`src/hdl/first_fit_partition_allocator_unit_macros.svh`:
```
// ----------------------------------------------------------------------------
// Assertion macros for the partition allocator
// Concurrent checks on the rising clock edge, disabled while in reset.
// ----------------------------------------------------------------------------
`ifndef FIRST_FIT_PARTITION_ALLOCATOR_UNIT_MACROS_SVH
`define FIRST_FIT_PARTITION_ALLOCATOR_UNIT_MACROS_SVH

`ifndef NO_ASSERTIONS
// Check that a property holds at every edge.
`define FFPA_ASSERT(lbl, clk, rst_n, prop, msg) \
	lbl: assert property (@(posedge clk) disable iff (!rst_n) (prop)) else $error(msg);
// Check that the consequent holds whenever the antecedent holds.
`define FFPA_ASSERT_IMPLY(lbl, clk, rst_n, ante, cons, msg) \
	lbl: assert property (@(posedge clk) disable iff (!rst_n) (ante) |-> (cons)) else $error(msg);
// Check that the consequent holds in the cycle after the antecedent.
`define FFPA_ASSERT_NEXT(lbl, clk, rst_n, ante, cons, msg) \
	lbl: assert property (@(posedge clk) disable iff (!rst_n) (ante) |=> (cons)) else $error(msg);
`else
`define FFPA_ASSERT(lbl, clk, rst_n, prop, msg)
`define FFPA_ASSERT_IMPLY(lbl, clk, rst_n, ante, cons, msg)
`define FFPA_ASSERT_NEXT(lbl, clk, rst_n, ante, cons, msg)
`endif

`endif

```
`src/hdl/ffpa_pkg.sv`:
```
// ----------------------------------------------------------------------------
// Partition allocator package
// Sizes, operation and status codes, payload and control types.
// ----------------------------------------------------------------------------
package ffpa_pkg;

	localparam int PARTITIONS = 16;
	localparam int IDX_W      = (PARTITIONS > 1) ? $clog2(PARTITIONS) : 1;
	localparam int CNT_W      = $clog2(PARTITIONS + 1);
	localparam int ADDR_W     = 32;
	localparam int SIZE_W     = 32;
	localparam int SLOT_W     = 4;

	localparam logic [1:0] KIND_ADD   = 2'd0;
	localparam logic [1:0] KIND_ALLOC = 2'd1;
	localparam logic [1:0] KIND_FREE  = 2'd2;

	localparam logic [1:0] ST_OK   = 2'd0;
	localparam logic [1:0] ST_MISS = 2'd1;
	localparam logic [1:0] ST_FULL = 2'd2;

	typedef struct packed {
		logic [1:0]        kind;
		logic [ADDR_W-1:0] address;
		logic [SIZE_W-1:0] size;
	} ffpa_req_t;

	typedef struct packed {
		logic [1:0]        status;
		logic [ADDR_W-1:0] granted_address;
		logic [SLOT_W-1:0] slot;
	} ffpa_rsp_t;

	typedef enum logic [1:0] {
		S_IDLE,
		S_SEARCH,
		S_UPDATE
	} ffpa_state_t;

	typedef struct packed {
		logic load;
		logic search;
		logic update;
	} ffpa_cmd_t;

endpackage

```
`src/hdl/first_fit_partition_allocator_unit.sv`:
```
// Each accepted transfer passes through the search state (parallel compare and first-hit
// pick) and then the update state (table write), in which the result strobe is given.
// A new transfer is taken in the update state while the table write completes; busy is high only during search.
// The result strobe lasts one cycle; the receiver cannot stall it.
// Reset (arst_n low, asynchronous) empties the table and returns the controller to idle.
// ----------------------------------------------------------------------------
// First-fit partition allocator
// Fixed partition table with add, allocate and free-by-address operations.
// ----------------------------------------------------------------------------
module first_fit_partition_allocator_unit
	import ffpa_pkg::*;
(
	input  logic      clk,
	input  logic      arst_n,
	input  logic      start,
	output logic      busy,
	input  ffpa_req_t req,
	output logic      done,
	output ffpa_rsp_t rsp
);

	ffpa_cmd_t cmd;

	ffpa_ctrl u_ctrl (
		.clk    (clk),
		.arst_n (arst_n),
		.start  (start),
		.busy   (busy),
		.done   (done),
		.cmd    (cmd)
	);

	ffpa_dp u_dp (
		.clk    (clk),
		.arst_n (arst_n),
		.cmd    (cmd),
		.req    (req),
		.rsp    (rsp)
	);

endmodule

```
`src/hdl/ffpa_ctrl.sv`:
```
// ----------------------------------------------------------------------------
// Partition allocator controller
// Sequences each operation through a search state and an update state.
// ----------------------------------------------------------------------------
`include "first_fit_partition_allocator_unit_macros.svh"

module ffpa_ctrl
	import ffpa_pkg::*;
(
	input  logic      clk,
	input  logic      arst_n,
	input  logic      start,
	output logic      busy,
	output logic      done,
	output ffpa_cmd_t cmd
);

	ffpa_state_t state_q;
	ffpa_state_t state_next;

	always_ff @(posedge clk or negedge arst_n) begin
		if (!arst_n) begin
			state_q <= S_IDLE;
		end else begin
			state_q <= state_next;
		end
	end

	always_comb begin
		state_next = state_q;
		case (state_q)
			S_IDLE: begin
				if (start) state_next = S_SEARCH;
			end
			S_SEARCH: begin
				state_next = S_UPDATE;
			end
			S_UPDATE: begin
				// take the next transfer while the table write completes
				state_next = start ? S_SEARCH : S_IDLE;
			end
			default: begin
				state_next = S_IDLE;
			end
		endcase
	end

	always_comb begin
		busy       = 1'b0;
		cmd.search = 1'b0;
		cmd.update = 1'b0;
		case (state_q)
			S_IDLE: begin
			end
			S_SEARCH: begin
				busy       = 1'b1;
				cmd.search = 1'b1;
			end
			S_UPDATE: begin
				cmd.update = 1'b1;
			end
			default: begin
			end
		endcase
		cmd.load = start && !busy;
		done     = cmd.update;
	end

	`FFPA_ASSERT_NEXT(a_load_then_search, clk, arst_n, cmd.load, cmd.search && busy, "accepted transfer did not enter search")
	`FFPA_ASSERT_NEXT(a_search_then_done, clk, arst_n, cmd.search, done && !busy, "search not followed by result strobe")
	`FFPA_ASSERT_IMPLY(a_done_after_search, clk, arst_n, done, $past(cmd.search), "result strobe without a preceding search")

endmodule

```
`src/hdl/ffpa_dp.sv`:
```
// ----------------------------------------------------------------------------
// Partition allocator datapath
// Partition table, parallel compare with first-hit pick, result register.
// ----------------------------------------------------------------------------
`include "first_fit_partition_allocator_unit_macros.svh"

module ffpa_dp
	import ffpa_pkg::*;
(
	input  logic      clk,
	input  logic      arst_n,
	input  ffpa_cmd_t cmd,
	input  ffpa_req_t req,
	output ffpa_rsp_t rsp
);

	ffpa_req_t               req_q;
	logic [ADDR_W-1:0]       base_q   [PARTITIONS];
	logic [SIZE_W-1:0]       length_q [PARTITIONS];
	logic [PARTITIONS-1:0]   free_q;
	logic [CNT_W-1:0]        count_q;

	logic [PARTITIONS-1:0]   fit_vec;
	logic [PARTITIONS-1:0]   match_vec;
	logic [PARTITIONS-1:0]   sel_vec;
	logic                    hit;
	logic [IDX_W-1:0]        pick;
	logic                    full;
	logic [IDX_W-1:0]        tail_idx;
	ffpa_rsp_t               rsp_next;

	ffpa_rsp_t               rsp_s1;
	logic                    wr_add_s1;
	logic                    wr_set_s1;
	logic                    wr_clr_s1;
	logic [IDX_W-1:0]        wr_idx_s1;

	always_ff @(posedge clk) begin
		if (cmd.load) req_q <= req;
	end

	// Compare every occupied entry at once
	always_comb begin
		for (int i = 0; i < PARTITIONS; i++) begin
			fit_vec[i]   = (CNT_W'(i) < count_q) && free_q[i] &&
			               (length_q[i] >= req_q.size);
			match_vec[i] = (CNT_W'(i) < count_q) && (base_q[i] == req_q.address);
		end
		sel_vec = (req_q.kind == KIND_ALLOC) ? fit_vec : match_vec;
	end

	// Lowest index wins
	always_comb begin
		hit  = 1'b0;
		pick = '0;
		for (int i = PARTITIONS - 1; i >= 0; i--) begin
			if (sel_vec[i]) begin
				hit  = 1'b1;
				pick = IDX_W'(i);
			end
		end
	end

	assign full     = (count_q == CNT_W'(PARTITIONS));
	assign tail_idx = count_q[IDX_W-1:0];

	always_comb begin
		rsp_next.status          = ST_MISS;
		rsp_next.granted_address = '0;
		rsp_next.slot            = '0;
		case (req_q.kind)
			KIND_ADD: begin
				if (full) begin
					rsp_next.status = ST_FULL;
				end else begin
					rsp_next.status          = ST_OK;
					rsp_next.granted_address = req_q.address;
					rsp_next.slot            = SLOT_W'(tail_idx);
				end
			end
			KIND_ALLOC, KIND_FREE: begin
				if (hit) begin
					rsp_next.status          = ST_OK;
					rsp_next.granted_address = base_q[pick];
					rsp_next.slot            = SLOT_W'(pick);
				end
			end
			default: begin
			end
		endcase
	end

	always_ff @(posedge clk) begin
		if (cmd.search) begin
			rsp_s1    <= rsp_next;
			wr_add_s1 <= (req_q.kind == KIND_ADD) && !full;
			wr_clr_s1 <= (req_q.kind == KIND_ALLOC) && hit;
			wr_set_s1 <= (req_q.kind == KIND_FREE) && hit;
			wr_idx_s1 <= pick;
		end
	end

	// Table write; req_q still holds the searched operation here
	always_ff @(posedge clk) begin
		if (cmd.update) begin
			if (wr_add_s1) begin
				base_q[tail_idx]   <= req_q.address;
				length_q[tail_idx] <= req_q.size;
				free_q[tail_idx]   <= 1'b1;
			end
			if (wr_set_s1) free_q[wr_idx_s1] <= 1'b1;
			if (wr_clr_s1) free_q[wr_idx_s1] <= 1'b0;
		end
	end

	always_ff @(posedge clk or negedge arst_n) begin
		if (!arst_n) begin
			count_q <= '0;
		end else if (cmd.update && wr_add_s1) begin
			count_q <= count_q + CNT_W'(1);
		end
	end

	assign rsp = rsp_s1;

	`FFPA_ASSERT(a_count_bound, clk, arst_n, count_q <= CNT_W'(PARTITIONS), "entry count beyond table size")
	`FFPA_ASSERT_IMPLY(a_count_moves_on_add, clk, arst_n, count_q != $past(count_q), $past(cmd.update && wr_add_s1), "entry count changed outside an add update")
	`FFPA_ASSERT_IMPLY(a_miss_zero_fields, clk, arst_n, cmd.update && rsp_s1.status != ST_OK, rsp_s1.granted_address == '0 && rsp_s1.slot == '0, "failed result carries nonzero fields")

endmodule

```
`config.mk`:
```
export PLATFORM = sky130hd
export DESIGN_NAME = first_fit_partition_allocator_unit
export DESIGN_NICKNAME = d
export VERILOG_FILES = /design/src/hdl/ffpa_pkg.sv /design/src/hdl/first_fit_partition_allocator_unit.sv /design/src/hdl/ffpa_ctrl.sv /design/src/hdl/ffpa_dp.sv
export VERILOG_INCLUDE_DIRS = /design/src /design/src/hdl
export SDC_FILE = /design/constraint.sdc
export NUM_CORES = 2
export LEC_CHECK = 0
export ABC_AREA = 1
export ABC_CLOCK_PERIOD_IN_PS = 7800
export CAP_MARGIN = 5
export CORE_ASPECT_RATIO = 1.2
export CORE_MARGIN = 4
export CORE_UTILIZATION = 58
export CTS_CLUSTER_SIZE = 24
export DETAILED_ROUTE_END_ITERATION = 12
export DONT_BUFFER_PORTS = 1
export PLACE_DENSITY_LB_ADDON = 0.3
export SLEW_MARGIN = 0
export SYNTH_ARGS = -nofsm -noshare
export SYNTH_HDL_FRONTEND = slang
export SYNTH_SLANG_ARGS = --single-unit
```
`constraint.sdc`:
```
create_clock -name clk -period 7.8 [get_ports clk]
set_clock_uncertainty 0.1 [all_clocks]
set_input_delay 1.56 -clock clk [delete_from_list [all_inputs] [get_ports clk]]
set_output_delay 1.56 -clock clk [all_outputs]
set_load 0.02 [all_outputs]
```
# ---- Word level (Yosys, flattened, before mapping)
# Memory sizes are Yosys's and may differ from the RTL's.
# Index checks and enable logic that the tools add are counted.
dict set report op_classes {
  n_addsub 1
  magnitude_cmp 36
  n_eq_ne 22
  muxes 54
  bitwise 4
  n_reduce_logical 60
}
# operator n
set ops {}
lappend ops {{equality test 32 bit} 16}
lappend ops {{>= comparator 32 bit} 16}
lappend ops {{two-way mux 16 bit} 6}
lappend ops {{one-hot mux 38 bit (2 select lines)} 1}
lappend ops {{two-way mux 4 bit} 16}
lappend ops {{logical AND 1 bit} 55}
lappend ops {{less-than comparator 4 x 5 -> 1 bit (first input constant)} 8}
lappend ops {{two-way mux 37 bit} 1}
lappend ops {{two-way mux 36 bit} 1}
lappend ops {{OR 16 bit} 2}
lappend ops {{two-way mux 1 bit} 24}
lappend ops {{less-than comparator 3 x 5 -> 1 bit (first input constant)} 4}
lappend ops {{bitwise AND 16 bit} 1}
lappend ops {{NOT 16 bit} 1}
lappend ops {{less-than comparator 1 x 5 -> 1 bit (first input constant)} 2}
lappend ops {{less-than comparator 2 x 5 -> 1 bit (first input constant)} 2}
lappend ops {{less-than comparator 4 x 5 -> 1 bit (second input constant)} 2}
lappend ops {{demux 1 bit (select 4 bit)} 2}
lappend ops {{>= comparator 4 x 1 -> 1 bit (second input constant)} 2}
lappend ops {{one-hot mux 2 bit (3 select lines)} 1}
lappend ops {{adder 5 x 1 -> 5 bit (second input constant)} 1}
lappend ops {{equality test 5 bit (second input constant)} 1}
lappend ops {{equality test 2 x 1 -> 1 bit (second input constant)} 2}
lappend ops {{equality test 2 bit (second input constant)} 2}
lappend ops {{other kinds (5)} 8}
dict set report totals {
  reg_bits 134
  ram_bits 1024
  output_inout_bits 40
  elab_cells 192
  mem_count 2
}
# name words width read_ports rd_clocked_by_memory_dff wr line_no
set mem_list {}
lappend mem_list {u_dp.base_q 16 32 17 0 1 ffpa_dp.sv:18} ;# logic [ADDR_W-1:0] base_q [PARTITIONS];
lappend mem_list {u_dp.length_q 16 32 16 0 1 ffpa_dp.sv:19} ;# logic [SIZE_W-1:0] length_q [PARTITIONS];

# ---- Logic depth before layout (Yosys ltp)
# An unclocked memory read counts as a cell.
dict set report depth {
  word_depth 23
  ltp_mapped 41
}

# ---- Cells and area by module
# From an unflattened synthesis, not the netlist that was laid out.
dict set report hier_totals {
  cells_unflattened 5452
  area_unflattened_um2 59930.0
}
# module n_inst cells_per_inst area_each_um2 seq_area_each_um2
set by_module_without_submodules {}
lappend by_module_without_submodules {ffpa_dp 1 5440 59833.6 34688.3}
lappend by_module_without_submodules {ffpa_ctrl 1 12 96.3 50.0}

# ---- Least setup slack after synthesis
# Ideal clock, no wire load.
dict set report synth_path {
  path_type {register -> register}
  from {register u_ctrl.state_q[1]}
  to {memory u_dp.base_q[1][0] (enable)}
  t_arrival_ps 8068
  required_ps 7056
  setup_slack_ps -1012
  stages_incl_launch_ff 6
  n_path_buf 1
  synth_period_minus_slack_ps 8812
  path_cell_list {dfrtp_1 -> inv_1 -> nor2_1 -> inv_1 -> clkbuf_1 -> nor4_1}
}
dict set report synth_via {
  elab_chain_cells 4
}
# item line_no
set synth_lines {}
lappend synth_lines {{from (decl)} ffpa_ctrl.sv:18} ;# ffpa_state_t state_q;
lappend synth_lines {{from (signal assigned)} ffpa_ctrl.sv:25} ;# state_q <= state_next;
lappend synth_lines {{equality test 2 bit} ffpa_ctrl.sv:52} ;# case (state_q)
lappend synth_lines {{two-way mux 1 bit} ffpa_ctrl.sv:52}
lappend synth_lines {{named net done} first_fit_partition_allocator_unit.sv:18} ;# output logic done,
lappend synth_lines {{two-way mux 1 bit} ffpa_dp.sv:105} ;# if (cmd.update) begin
lappend synth_lines {{two-way mux 1 bit (not written as such)} ffpa_dp.sv:107} ;# base_q[tail_idx] <= req_q.address;
lappend synth_lines {{to (decl)} ffpa_dp.sv:18}
# The timed path passes the listed nets, and every way through them passes these cells.

==> qor.yml <==
floorplan:
  die-area_um2: 109000
  fp.dieH_um: 361
  rows: 129
  core-area_um2: 103000
  die-width_um: 302
  io_pins: 109
  start_util_pct: 58.4
layout:
  final_nets: 6103
  final_layout_size_suffix_gt1_share_pct: 7.27
  instances_no_fill: 6989
  final_cell_area_um2: 65400
  nFillCells: 7957
  syn2layout_area_growth_pct: 8.72
drt:
  drt_iter0_markers: 5014
  remaining_drc_errors: 0
  ant_nets: 0
  vias: 43477
  wirelength_um: 178000
  drt-pass1-iter-count: 6
  routed_via_density: 6.22
  drt-wirelength-per-cell_um: 25.5
synthesis:
  syn_area_um2: 60100
  yosys.area.top_type_share_pct: 57.5
  postSynthCellCount: 5496
  synth-seq-cells: 1158
  synth_area_leaders: "edfxtp_1, ha_1, nand2_1, nand3_1, xor2_1"
  post-synth-top-area-cell: "edfxtp_1"
  synth_edf_count: 1151
  synthesis.nets: 6085
  yosysMostFrequentCell: "nand2_1"
  synth_async_sr_flop_share_pct: 0.604
  synth_top_flop_cell: "edfxtp_1"
  synth_seq_area_share_pct: 57.8
  avgSynthCellArea_um2: 10.9
  synth_warnings: 0
  synth_cell_types: 66
  ys_top_cells_by_count: "nand2_1, edfxtp_1, ha_1"
placement:
  hpwl_um: 119000
  gp_congestion: 0.987
  dpl_cell_area_um2: 61500
  portBuffers: 0
  dp_cells: 6770
run_status:
  status: "completed"
clock_tree:
  clock-root-buffer: "clkbuf_16"
  cts.reportedPaths.clkPinSlew_ns: 0.06
  cts_hold_buf: 0
  clkSinkCount: 1158
  tritoncts: "done"
  htreeDepth: 3
  worstSkewPairLatency_ns: 0.73
  post_cts_resized: 0
  post_cts_buffers: 0
  cts_inserted_buffers: 117
  clock_path_buffers: 3
min_path:
  hold_path_class: "reg2reg"
global_routing:
  grt_use_total_pct: 32.2
  grt_pass1_vias: 42361
  antenna_found_initial: 7
  grt_pass1_wl_um: 262000
  grt_max_degree: 115
  grt_overflow_total: 0
sta:
  max_freq_ghz: 0.161
  holdWs_ns: 0.419
  hold_viol: 0
  finalCritPeriodShare_pct: 79.7
  worst_slew_pin_slew_ns: 1.10
  drv_slew: 0
  setup_viol: 0
  relSlewSlack_pct: 26.2
  period_needed_ns: 6.22
  rsz0062_at_grt: "false"
job:
  cap_violations: 0
critical_path:
  crit_slowest_cell: "edfxtp_1"
  slowest_delay_ns: 0.83
  startpoint_type: "flop"
  cp.required_ns: 8.28
  crit_type: "reg2reg"
  arrival_ns: 6.70
  cp_max_fo: 84
  critical_path.endpoint_type: "flop"
  crit_top_cell: "nand2_1"
power_and_ir_drop:
  cellPowerDensity_nw_per_um2: 249
  leakage_nw: 25.5
  irDropWorstVdd_uv: 255
  finalPower_mw: 16.3
[per-layer routing]
layer	global-route usage, %	vias up	share of wire, %
met1	39.2	20900	36
met2	51.6	2400	47
met5	0	-	0.034
met3	6.83	629	9.4
met4	22.1	10	8.2
li1	-	19538	-
[state kept, by name, indices dropped and copies added (netlist names)]
name / cells
u_ctrl.state_q: 2
u_dp.base_q: 512
u_dp.count_q: 5
u_dp.free_q: 16
u_dp.length_q: 512
u_dp.req_q: 66
u_dp.rsp: 38
u_dp.wr_add_s1: 1
u_dp.wr_clr_s1: 1
u_dp.wr_idx_s1: 4
u_dp.wr_set_s1: 1
[layout make-up]
class                           count  area [µm²]  area share, %
Inverter                          355        1350           2.06
Antenna cell                        2        5.00        0.00766
Clock buffer                      157        3240           4.96
Tap cell                         1375        1720           2.63
Sequential cell                  1158       34700           53.2
Clock inverter                     60         572          0.875
Multi-Input combinational cell   3787       22900           35.1
Timing Repair Buffer               95         788           1.21
[cells in the final DEF (no fill, tap or decap), drive strengths merged, types with 4 or more instances in the layout]
master and n:
buf 95, a2111oi 6, bufinv 10, dfrtp 7, o21ai 135, nor2 318, and2 4, a21oi 289
clkbuf 157, a221oi 22, xor2 170, nor3b 7, o21a 18, ha 520, edfxtp 1151, clkinv 43
o211ai 26, o22ai 26, nand4 89, a31oi 4, clkinvlp 6, nor3 68, nand2 1307, nand3b 6
a21o 7, o221ai 5, o221a 5, inv 356, nand3 465, o2111ai 28, nor4 47, and3 10
xnor2 95, a211oi 23, or2 64
[per-stage QoR]
stage	worst slack [ns]	util, %	TNS [ns]
after floorplan	-1.01	-	-712.66
after global placement	1.64	59.8	0
after detailed placement	1.66	59.8	0
after CTS	1.62	63.5	0
after global routing	1.16	63.5	0
final	1.58	63.5	0
[cell families (layout without fill, tap and decap cells)]
| family | count (synthesis) | count (layout) | synth area share [%] |
|---|---|---|---|
| simple gates | 2390 | 2390 | 17.2 |
| flops | 1158 | 1158 | 57.8 |
| compound gates | 612 | 612 | 6.05 |
| buf+inv | 551 | 667 | 4.31 |
| fa+ha+maj | 520 | 520 | 10.8 |
| xor+xnor | 265 | 265 | 3.86 |
| other cells | 0 | 2 | 0 |
[critical path: cells and delay by family, from the launching register on]
family	cells	cell delay (ns)
AOI/OAI and AO/OA	1	0.11
adders and majority gates	1	0.46
buffers and inverters	4	1.26
DFF	1	0.83
and+or+nand+nor	27	3.24
[report_power, final]
part / switching [mW] / internal, mW / total, mW / leakage [nW]
Clock: 2.44 / 3.23 / 5.67 / 1.87
Combinational: 2.22 / 0.889 / 3.11 / 13.1
Sequential: 0.324 / 7.19 / 7.52 / 10.5
Total: 4.98 / 11.3 / 16.3 / 25.5
[worst paths after layout]
path,startpoint,endpoint,slack (ns),depth (start not counted)
max,u_dp.req_q[20]$_DFFE_PP_,u_dp.rsp[18]$_DFFE_PP_,1.58,33
min,u_ctrl.state_q[1]$_DFFE_PN0P_,u_ctrl.state_q[1]$_DFFE_PN0P_,0.42,1
max reg2reg,u_dp.req_q[20]$_DFFE_PP_,u_dp.rsp[18]$_DFFE_PP_,1.58,33
min reg2reg,u_ctrl.state_q[1]$_DFFE_PN0P_,u_ctrl.state_q[1]$_DFFE_PN0P_,0.42,1
max in group asynchronous,arst_n,u_ctrl.state_q[0]$_DFFE_PN0P_,7.08,0
min in group asynchronous,arst_n,u_dp.count_q[4]$_DFFE_PN0P_,0.43,0
Power figures use the tool's default switching activity.
